--- src/rtl/core/fskid_pkg.sv ---
`timescale 1ns / 1ps
// ---------------------------------------------------------------------------
// fskid_pkg
// Shared types, constants and helpers for the fsk identifier deframer.
// ---------------------------------------------------------------------------
package fskid_pkg;

	localparam int POWER_WIDTH        = 32;
	localparam int QUEUE_DEPTH_DEF    = 2;
	localparam int HUNT_WIDTH         = 10;
	localparam int CHAR_CNT_WIDTH     = 4;
	localparam int CFG_DATA_WIDTH     = 10;
	localparam int HIST_LEN           = 24;

	localparam logic [HUNT_WIDTH-1:0]     HUNT_LIMIT_RST = 10'd200;
	localparam logic [CHAR_CNT_WIDTH-1:0] CHAR_LIMIT_RST = 4'd10;
	localparam logic [HUNT_WIDTH-1:0]     HUNT_SAT       = 10'h3FF;

	localparam logic [5:0] SYNC_FIRST   = 6'h20;
	localparam logic [5:0] SYNC_SECOND  = 6'h2A;
	localparam logic [5:0] TERM_BELOW   = 6'h0D;
	localparam logic [6:0] ASCII_OFFSET = 7'h20;
	localparam logic [2:0] BITS_PER_CHAR = 3'd6;

	typedef enum logic {
		CFG_HUNT_LIMIT = 1'b0,
		CFG_CHAR_LIMIT = 1'b1
	} cfg_index_t;

	typedef enum logic {
		CMD_WINDOW  = 1'b0,
		CMD_RESTART = 1'b1
	} cmd_t;

	typedef enum logic [1:0] {
		ST_RUNNING      = 2'd0,
		ST_TERMINATOR   = 2'd1,
		ST_CHAR_LIMIT   = 2'd2,
		ST_HUNT_TIMEOUT = 2'd3
	} end_status_t;

	typedef struct packed {
		logic                   cmd;
		logic [POWER_WIDTH-1:0] low_tone_power;
		logic [POWER_WIDTH-1:0] high_tone_power;
	} in_item_t;

	typedef struct packed {
		logic        char_valid;
		logic [6:0]  char_code;
		logic        synced;
		end_status_t status;
		logic        full_bit_advance;
		logic [CHAR_CNT_WIDTH-1:0] char_total;
	} out_item_t;

	// classified window handed from front to back
	typedef struct packed {
		cmd_t cmd;
		logic bit_val;
	} op_t;

	function automatic logic [5:0] rev6(input logic [5:0] v);
		logic [5:0] r;
		r = '0;
		for (int k = 0; k < 6; k++) begin
			r[5-k] = v[k];
		end
		return r;
	endfunction

	// every other history bit, oldest first, two reversed groups
	function automatic logic sync_hit(input logic [HIST_LEN-1:0] hist);
		logic [11:0] picked;
		picked = '0;
		for (int i = 0; i < 12; i++) begin
			picked[11-i] = hist[23-2*i];
		end
		return (rev6(picked[11:6]) == SYNC_FIRST) && (rev6(picked[5:0]) == SYNC_SECOND);
	endfunction

endpackage

--- src/rtl/core/fskid_front.sv ---
`timescale 1ns / 1ps
// ---------------------------------------------------------------------------
// fskid_front
// Accepts input transactions, decides the window bit and queues the op.
// ---------------------------------------------------------------------------
module fskid_front #(
	parameter int QUEUE_DEPTH = fskid_pkg::QUEUE_DEPTH_DEF
) (
	input  logic                clk,
	input  logic                arst_n,
	input  logic                in_valid,
	output logic                in_ready,
	input  fskid_pkg::in_item_t in_data,
	output logic                op_valid,
	input  logic                op_pop,
	output fskid_pkg::op_t      op_data
);
	import fskid_pkg::*;

	localparam int PTR_W = $clog2(QUEUE_DEPTH);
	localparam int CNT_W = $clog2(QUEUE_DEPTH + 1);
	localparam logic [PTR_W-1:0] PTR_LAST = PTR_W'(QUEUE_DEPTH - 1);
	localparam logic [CNT_W-1:0] CNT_FULL = CNT_W'(QUEUE_DEPTH);

	op_t              mem_q [QUEUE_DEPTH];
	logic [PTR_W-1:0] wr_ptr_q;
	logic [PTR_W-1:0] rd_ptr_q;
	logic [CNT_W-1:0] count_q;
	logic             push;
	logic             pop;
	op_t              op_new;

	assign in_ready = (count_q != CNT_FULL);
	assign push     = in_valid && in_ready;
	assign op_valid = (count_q != '0);
	assign pop      = op_pop && op_valid;
	assign op_data  = mem_q[rd_ptr_q];

	always_comb begin
		op_new.cmd     = cmd_t'(in_data.cmd);
		op_new.bit_val = (in_data.low_tone_power > in_data.high_tone_power);
	end

	always_ff @(posedge clk) begin
		if (push) begin
			mem_q[wr_ptr_q] <= op_new;
		end
	end

	always_ff @(posedge clk or negedge arst_n) begin
		if (!arst_n) begin
			wr_ptr_q <= '0;
			rd_ptr_q <= '0;
			count_q  <= '0;
		end else begin
			if (push) begin
				wr_ptr_q <= (wr_ptr_q == PTR_LAST) ? '0 : wr_ptr_q + PTR_W'(1);
			end
			if (pop) begin
				rd_ptr_q <= (rd_ptr_q == PTR_LAST) ? '0 : rd_ptr_q + PTR_W'(1);
			end
			if (push && !pop) begin
				count_q <= count_q + CNT_W'(1);
			end else if (pop && !push) begin
				count_q <= count_q - CNT_W'(1);
			end
		end
	end

endmodule

--- src/rtl/core/fskid_back.sv ---
`timescale 1ns / 1ps
// ---------------------------------------------------------------------------
// fskid_back
// Sync hunt and character deframing state, with registered result output.
// ---------------------------------------------------------------------------
module fskid_back (
	input  logic                                       clk,
	input  logic                                       arst_n,
	input  logic                                       op_valid,
	output logic                                       op_pop,
	input  fskid_pkg::op_t                             op_data,
	input  logic [fskid_pkg::HUNT_WIDTH-1:0]           hunt_limit,
	input  logic [fskid_pkg::CHAR_CNT_WIDTH-1:0]       char_limit,
	output logic                                       out_valid,
	input  logic                                       out_ready,
	output fskid_pkg::out_item_t                       out_data
);
	import fskid_pkg::*;

	logic [HIST_LEN-1:0]       hist_q,   hist_d;
	logic [HUNT_WIDTH-1:0]     hunt_q,   hunt_d;
	logic                      sync_q,   sync_d;
	logic [2:0]                pos_q,    pos_d;
	logic [5:0]                acc_q,    acc_d;
	logic [CHAR_CNT_WIDTH-1:0] cnt_q,    cnt_d;
	end_status_t               status_q, status_d;
	logic                      emit;
	logic [6:0]                code;
	logic [HIST_LEN-1:0]       hist_new;
	logic [HUNT_WIDTH:0]       hunt_next;
	logic [5:0]                acc_new;
	logic [2:0]                pos_inc;
	logic                      out_valid_q;
	out_item_t                 out_q;

	assign op_pop    = op_valid && (!out_valid_q || out_ready);
	assign out_valid = out_valid_q;
	assign out_data  = out_q;

	assign hist_new  = {hist_q[HIST_LEN-2:0], op_data.bit_val};
	assign hunt_next = {1'b0, hunt_q} + (HUNT_WIDTH+1)'(1);
	assign acc_new   = acc_q | (6'(op_data.bit_val) << pos_q);
	assign pos_inc   = pos_q + 3'd1;

	always_comb begin
		hist_d   = hist_q;
		hunt_d   = hunt_q;
		sync_d   = sync_q;
		pos_d    = pos_q;
		acc_d    = acc_q;
		cnt_d    = cnt_q;
		status_d = status_q;
		emit     = 1'b0;
		code     = '0;
		if (op_data.cmd == CMD_RESTART) begin
			hist_d   = '0;
			hunt_d   = '0;
			sync_d   = 1'b0;
			pos_d    = '0;
			acc_d    = '0;
			cnt_d    = '0;
			status_d = ST_RUNNING;
		end else if (status_q == ST_RUNNING) begin
			if (!sync_q) begin
				hist_d = hist_new;
				if (sync_hit(hist_new)) begin
					sync_d = 1'b1;
					acc_d  = '0;
					pos_d  = '0;
					cnt_d  = '0;
				end
				hunt_d = hunt_next[HUNT_WIDTH] ? HUNT_SAT : hunt_next[HUNT_WIDTH-1:0];
				if (hunt_next > {1'b0, hunt_limit}) begin
					status_d = ST_HUNT_TIMEOUT;
				end
			end else begin
				acc_d = acc_new;
				pos_d = pos_inc;
				if (pos_inc == BITS_PER_CHAR) begin
					if (acc_new < TERM_BELOW) begin
						status_d = ST_TERMINATOR;
					end else if (cnt_q >= char_limit) begin
						status_d = ST_CHAR_LIMIT;
					end else begin
						emit  = 1'b1;
						code  = {1'b0, acc_new} + ASCII_OFFSET;
						cnt_d = cnt_q + CHAR_CNT_WIDTH'(1);
						pos_d = '0;
						acc_d = '0;
					end
				end
			end
		end
	end

	always_ff @(posedge clk or negedge arst_n) begin
		if (!arst_n) begin
			hist_q      <= '0;
			hunt_q      <= '0;
			sync_q      <= 1'b0;
			pos_q       <= '0;
			acc_q       <= '0;
			cnt_q       <= '0;
			status_q    <= ST_RUNNING;
			out_valid_q <= 1'b0;
		end else begin
			if (op_pop) begin
				hist_q   <= hist_d;
				hunt_q   <= hunt_d;
				sync_q   <= sync_d;
				pos_q    <= pos_d;
				acc_q    <= acc_d;
				cnt_q    <= cnt_d;
				status_q <= status_d;
			end
			if (op_pop) begin
				out_valid_q <= 1'b1;
			end else if (out_ready) begin
				out_valid_q <= 1'b0;
			end
		end
	end

	always_ff @(posedge clk) begin
		if (op_pop) begin
			out_q.char_valid       <= emit;
			out_q.char_code        <= code;
			out_q.synced           <= sync_d;
			out_q.status           <= status_d;
			out_q.full_bit_advance <= sync_d;
			out_q.char_total       <= cnt_d;
		end
	end

endmodule

--- src/rtl/core/fsk_id_sync_and_char_deframer.sv ---
`timescale 1ns / 1ps
// ---------------------------------------------------------------------------
// fsk_id_sync_and_char_deframer
// FSK identifier sync hunter and 6-bit character deframer.
// ---------------------------------------------------------------------------
// channel | signals                          | direction
// in      | in_valid / in_ready / in_data    | windows or restart in
// out     | out_valid / out_ready / out_data | one result per input
// cfg     | cfg_valid / cfg_ready / cfg_*    | register writes
//
// one transaction per cycle in and out while neither side stalls; each input
// passes through a QUEUE_DEPTH op queue and then one output register.
// reset clears all control state, loads hunt_limit 200 and char_limit 10.
// the front stalls only when the op queue is full; the back stalls only
// while the output register holds an untaken result. cfg is always ready.
// ---------------------------------------------------------------------------
module fsk_id_sync_and_char_deframer #(
	parameter int QUEUE_DEPTH = fskid_pkg::QUEUE_DEPTH_DEF
) (
	input  logic                                   clk,
	input  logic                                   arst_n,
	input  logic                                   in_valid,
	output logic                                   in_ready,
	input  fskid_pkg::in_item_t                    in_data,
	output logic                                   out_valid,
	input  logic                                   out_ready,
	output fskid_pkg::out_item_t                   out_data,
	input  logic                                   cfg_valid,
	output logic                                   cfg_ready,
	input  fskid_pkg::cfg_index_t                  cfg_index,
	input  logic [fskid_pkg::CFG_DATA_WIDTH-1:0]   cfg_data
);
	import fskid_pkg::*;

	logic [HUNT_WIDTH-1:0]     hunt_limit_q;
	logic [CHAR_CNT_WIDTH-1:0] char_limit_q;
	logic                      op_valid;
	logic                      op_pop;
	op_t                       op_data;

	assign cfg_ready = 1'b1;

	always_ff @(posedge clk or negedge arst_n) begin
		if (!arst_n) begin
			hunt_limit_q <= HUNT_LIMIT_RST;
			char_limit_q <= CHAR_LIMIT_RST;
		end else if (cfg_valid && cfg_ready) begin
			unique case (cfg_index)
				CFG_HUNT_LIMIT: hunt_limit_q <= cfg_data[HUNT_WIDTH-1:0];
				CFG_CHAR_LIMIT: char_limit_q <= cfg_data[CHAR_CNT_WIDTH-1:0];
				default: ;
			endcase
		end
	end

	fskid_front #(
		.QUEUE_DEPTH(QUEUE_DEPTH)
	) u_front (
		.clk      (clk),
		.arst_n   (arst_n),
		.in_valid (in_valid),
		.in_ready (in_ready),
		.in_data  (in_data),
		.op_valid (op_valid),
		.op_pop   (op_pop),
		.op_data  (op_data)
	);

	fskid_back u_back (
		.clk        (clk),
		.arst_n     (arst_n),
		.op_valid   (op_valid),
		.op_pop     (op_pop),
		.op_data    (op_data),
		.hunt_limit (hunt_limit_q),
		.char_limit (char_limit_q),
		.out_valid  (out_valid),
		.out_ready  (out_ready),
		.out_data   (out_data)
	);

endmodule

--- config.mk ---
export PLATFORM = sky130hd
export DESIGN_NAME = fsk_id_sync_and_char_deframer
export DESIGN_NICKNAME = d
export VERILOG_FILES = /design/src/rtl/core/fskid_pkg.sv /design/src/rtl/core/fskid_front.sv /design/src/rtl/core/fskid_back.sv /design/src/rtl/core/fsk_id_sync_and_char_deframer.sv
export SDC_FILE = /design/constraint.sdc
export NUM_CORES = 1
export LEC_CHECK = 0
export BUFFER_PORTS_ARGS = -buffer_cell sky130_fd_sc_hd__buf_2
export CELL_PAD_IN_SITES_DETAIL_PLACEMENT = 0
export CELL_PAD_IN_SITES_GLOBAL_PLACEMENT = 1
export CORE_AREA = 2 2 119 121
export DETAILED_ROUTE_END_ITERATION = 10
export DIE_AREA = 0 0 121 123
export HOLD_SLACK_MARGIN = 0.1
export MAX_ROUTING_LAYER = met4
export PLACE_DENSITY = 0.79
export SYNTH_ARGS = -nofsm -noshare
export SYNTH_HDL_FRONTEND = slang
export SYNTH_SLANG_ARGS = --single-unit
--- constraint.sdc ---
create_clock -name clk -period 2.9 [get_ports clk]
set_input_delay 0.29 -clock clk [delete_from_list [all_inputs] [get_ports clk]]
set_output_delay 0.29 -clock clk [all_outputs]
set_load 0.01 [all_outputs]
==> flow_summary.yaml <==
run_status:
  status: "finished, violations left"
  failed_checks: "setup timing"
setup_path:
  cp_top_family: "simple AND/OR/NAND/NOR gates"
  end_kind: "flop"
  required_ns: 2.99
  slowest_stage: "dfrtp_1"
  r2r_slack_ns: -0.05
  path_max_fanout: 5
  start_kind: "flop"
  arrival_ns: 3.04
  path_common_cell: "buf_4"
  path_class: "reg2reg"
  rr_worst_depth: 12
  crit_chain: "buf_4 -> and3_1 -> and3_4 -> xnor2_2 -> ha_1 -> nand4_1 -> a21oi_1 -> or3_4 -> a2111oi_4 -> buf_4 -> nor3_1 -> o21a_1"
  worst-path-buf-inv: 2
  reg2reg_from: "u_back.hunt_q[0]"
  cpPeakStageDelay_ns: 0.40
  r2r_end: "u_back.out_data[5]"
synth:
  syn_nets: 653
  synthCells: 521
  synthArstFlopShare: 0.782
  yosysTopAreaCell: "dfrtp_1"
  seq_area_frac_synth: 0.436
  synth_area_mm2: 0.00522
  ys_types: 66
  ys_top_cells_by_count: "dfrtp_1 (63), inv_1 (55), ha_1 (51)"
  synthFlopType: "dfrtp_1"
  synth_most_common_cell: "dfrtp_1"
  synthTopCellsByArea: "dfrtp_1 (30%), ha_1 (12%), edfxtp_1 (11%), a22o_1 (4.2%), inv_1 (4.0%)"
  synth_top_area_frac: 0.302
  synth_area_per_cell_um2: 10.0
  ys_seq_elements: 87
  synth_edf_count: 19
  yosys_warnings: 0
timing:
  whs_ns: 0.139
  slew_violations: 0
  rsz0062_at_grt: "yes"
  hold_viol_final: 0
  layout_setup_ws_ns: -0.0534
  slew_headroom: 0.476
  setup_viol: 3
  worst_pin_slew_ns: 0.786
  timing.fmax_ghz: 0.339
  final.setup_skew_ns: 0.00749
  post-route-period-util: 1.02
  min_period_ns: 2.95
final_layout:
  n_antenna_cell: 0
  area_delta_synth_final_pct: 22.2
  layout.nets: 763
  drive_gt1_frac: 0.285
placed_design:
  io_buffers: 98
  post-dp-hpwl_mm: 8.70
  gp_congestion: 0.879
pwr:
  pwr_density_cell_mw_per_mm2: 636
  peakVddDrop_v: 0.000334
  p_leak_nw: 3.11
  p_total_mw: 4.06
floorplan:
  die_h_um: 123
  initial_core_util: 0.384
  core.rowCount: 43
  die_area_mm2: 0.0149
  core_mm2: 0.0136
  io_pins: 100
  die_x_um: 121
global_route:
  antenna_found_initial: 0
  grt_max_degree: 38
  grt_usage: 0.164
  grt_pass1_wl_mm: 19.1
  grt-ovfl-total: 0
  grt_pass1_vias: 4115
worst_hold_path:
  holdPathStages: 1
  hp-start: "in_data[64]"
  worstHoldEndpoint: "u_front.mem_q[0][1]"
  hold_path.class: "in2reg"
detailed_routing:
  avgRoutedWirePerCell_um: 13.9
  drc: 0
  vias: 4233
  drt-initial-drc-count: 303
  totalWireLength_mm: 11.4
  drtAntennaViolNets: 0
  viasPerCell: 5.19
  drtPass1Iterations: 4
job:
  cap_violations: 0
clocking:
  cts_tree: "built"
  insertion_delay_ns: 0.34
  ctsHtreeMaxLevel: 3
  clkTransAtPathRegs_ns: 0.06
  cts_root_buffer: "clkbuf_16"
  clock_sinks: 87
  cts_made_buffers: 9
  clockBufferDepth: 2
worst register-to-register path, delay by kind of cell (launching register included):
kind,cells,cell delay [ns]
simple gates,5,0.96
fa+ha+maj,1,0.31
buf+inv,2,0.33
xor+xnor,1,0.13
compound gates,3,0.59
flops,1,0.40
repair_timing:
action                                  4_1_cts  5_1_grt
pin swaps                                     5       11
setup buffers                                 3        2
endpoints found under the hold margin        26        0
gates cloned                                  0        0
hold buffers                                  1        0
gates resized for setup                      12        4
endpoints found under the setup margin        2        4
cells in the final DEF, fill, tap and decap left out, types with 3 or more instances in the layout:
| cell type | count |
|---|---|
| a21oi_1 | 26 |
| o21a_1 | 8 |
| dfstp_2 | 5 |
| a22o_1 | 25 |
| xnor2_1 | 8 |
| nor3_1 | 5 |
| edfxtp_1 | 19 |
| o21ai_0 | 30 |
| mux2i_1 | 4 |
| and3_4 | 5 |
| buf_4 | 19 |
| nor2_1 | 37 |
| a31oi_1 | 12 |
| inv_1 | 55 |
| nand2b_1 | 3 |
| and3_1 | 5 |
| nand2_1 | 32 |
| and2_1 | 4 |
| buf_2 | 98 |
| a41oi_1 | 5 |
| nand4_1 | 11 |
| dfrtp_1 | 63 |
| nand3_1 | 11 |
| clkbuf_16 | 10 |
| ha_1 | 50 |
| nor4_1 | 8 |
| a21o_1 | 5 |
| a211oi_1 | 4 |
| a31o_2 | 3 |
| mux2_2 | 5 |
| xor2_1 | 5 |
| o21ai_1 | 3 |
worst max path at each step:
stage | slack (ns) | cells after the start | endpoint | start
after floorplan | 0.006 | 13 | u_back.out_data[5] | u_back.hunt_q[0]
after global placement | -0.01 | 13 | u_back.out_data[5] | u_back.hunt_q[0]
after detailed placement | -0.07 | 13 | u_back.out_data[5] | u_back.hunt_q[0]
after CTS | 0.008 | 13 | u_back.out_data[5] | u_back.hunt_q[0]
after global routing | -0.16 | 12 | u_back.out_data[5] | u_back.hunt_q[0]
final | -0.05 | 12 | u_back.out_data[5] | u_back.hunt_q[0]
metal layers:
layer | GRT usage | share of wire
met3 | 0.0244 | 0.059
met2 | 0.257 | 0.45
met5 | - | 0
met1 | 0.216 | 0.47
met4 | 0.0647 | 0.016
power by group:
group | leakage (nW) | internal (mW) | switching (mW)
combinational | 1.87 | 0.497 | 0.754
clock | 0.159 | 0.723 | 0.479
sequential | 1.09 | 1.48 | 0.129
total | 3.11 | 2.70 | 1.36
final cells by class:
cell class / instances / area (µm²)
inverter: 56 / 210
clock inverter: 6 / 63.8
multi-input combinational: 358 / 2690
tap: 180 / 225
sequential: 87 / 2280
clock buffer: 10 / 250
fill: 1232 / 7230
timing repair buffer: 119 / 663
metrics by stage:
stage	TNS, ns	instance area (µm²)	cells	setup WS, ns	util
finish	-0.0990	6380	816	-0.0534	0.469
global route	-0.465	6380	816	-0.158	0.469
CTS	0	6340	814	0.00800	0.466
detailed placement	-0.123	5950	794	-0.0712	0.437
global placement	-0.0127	5950	794	-0.0127	0.437
floorplan	0	5230	521	0.00607	-
cells by family (layout without fill, tap and decap cells):
| logic type | Yosys count | after routing | synth area share |
|---|---|---|---|
| other | 1 | 1 | 0.000718 |
| AOI/OAI and AO/OA | 143 | 143 | 0.193 |
| DFF | 87 | 87 | 0.436 |
| buffers and inverters | 76 | 191 | 0.0632 |
| adders and majority gates | 51 | 51 | 0.122 |
| xor gates and xnor gates | 14 | 14 | 0.0235 |
| muxes | 11 | 11 | 0.0242 |
| and+or+nand+nor | 138 | 138 | 0.137 |
registers in the layout, summed over array words and instances, names as in the netlist, 2 cells and up:
name             count
u_back.pos_q         3
u_back.hunt_q       10
u_back.status_q      2
u_front.mem_q        4
u_front.count_q      2
u_back.hist_q       23
u_back.out_data     15
u_back.cnt_q         4
u_back.acc_q         6
char_limit_q         4
hunt_limit_q        10
Power figures use the tool's default switching activity.
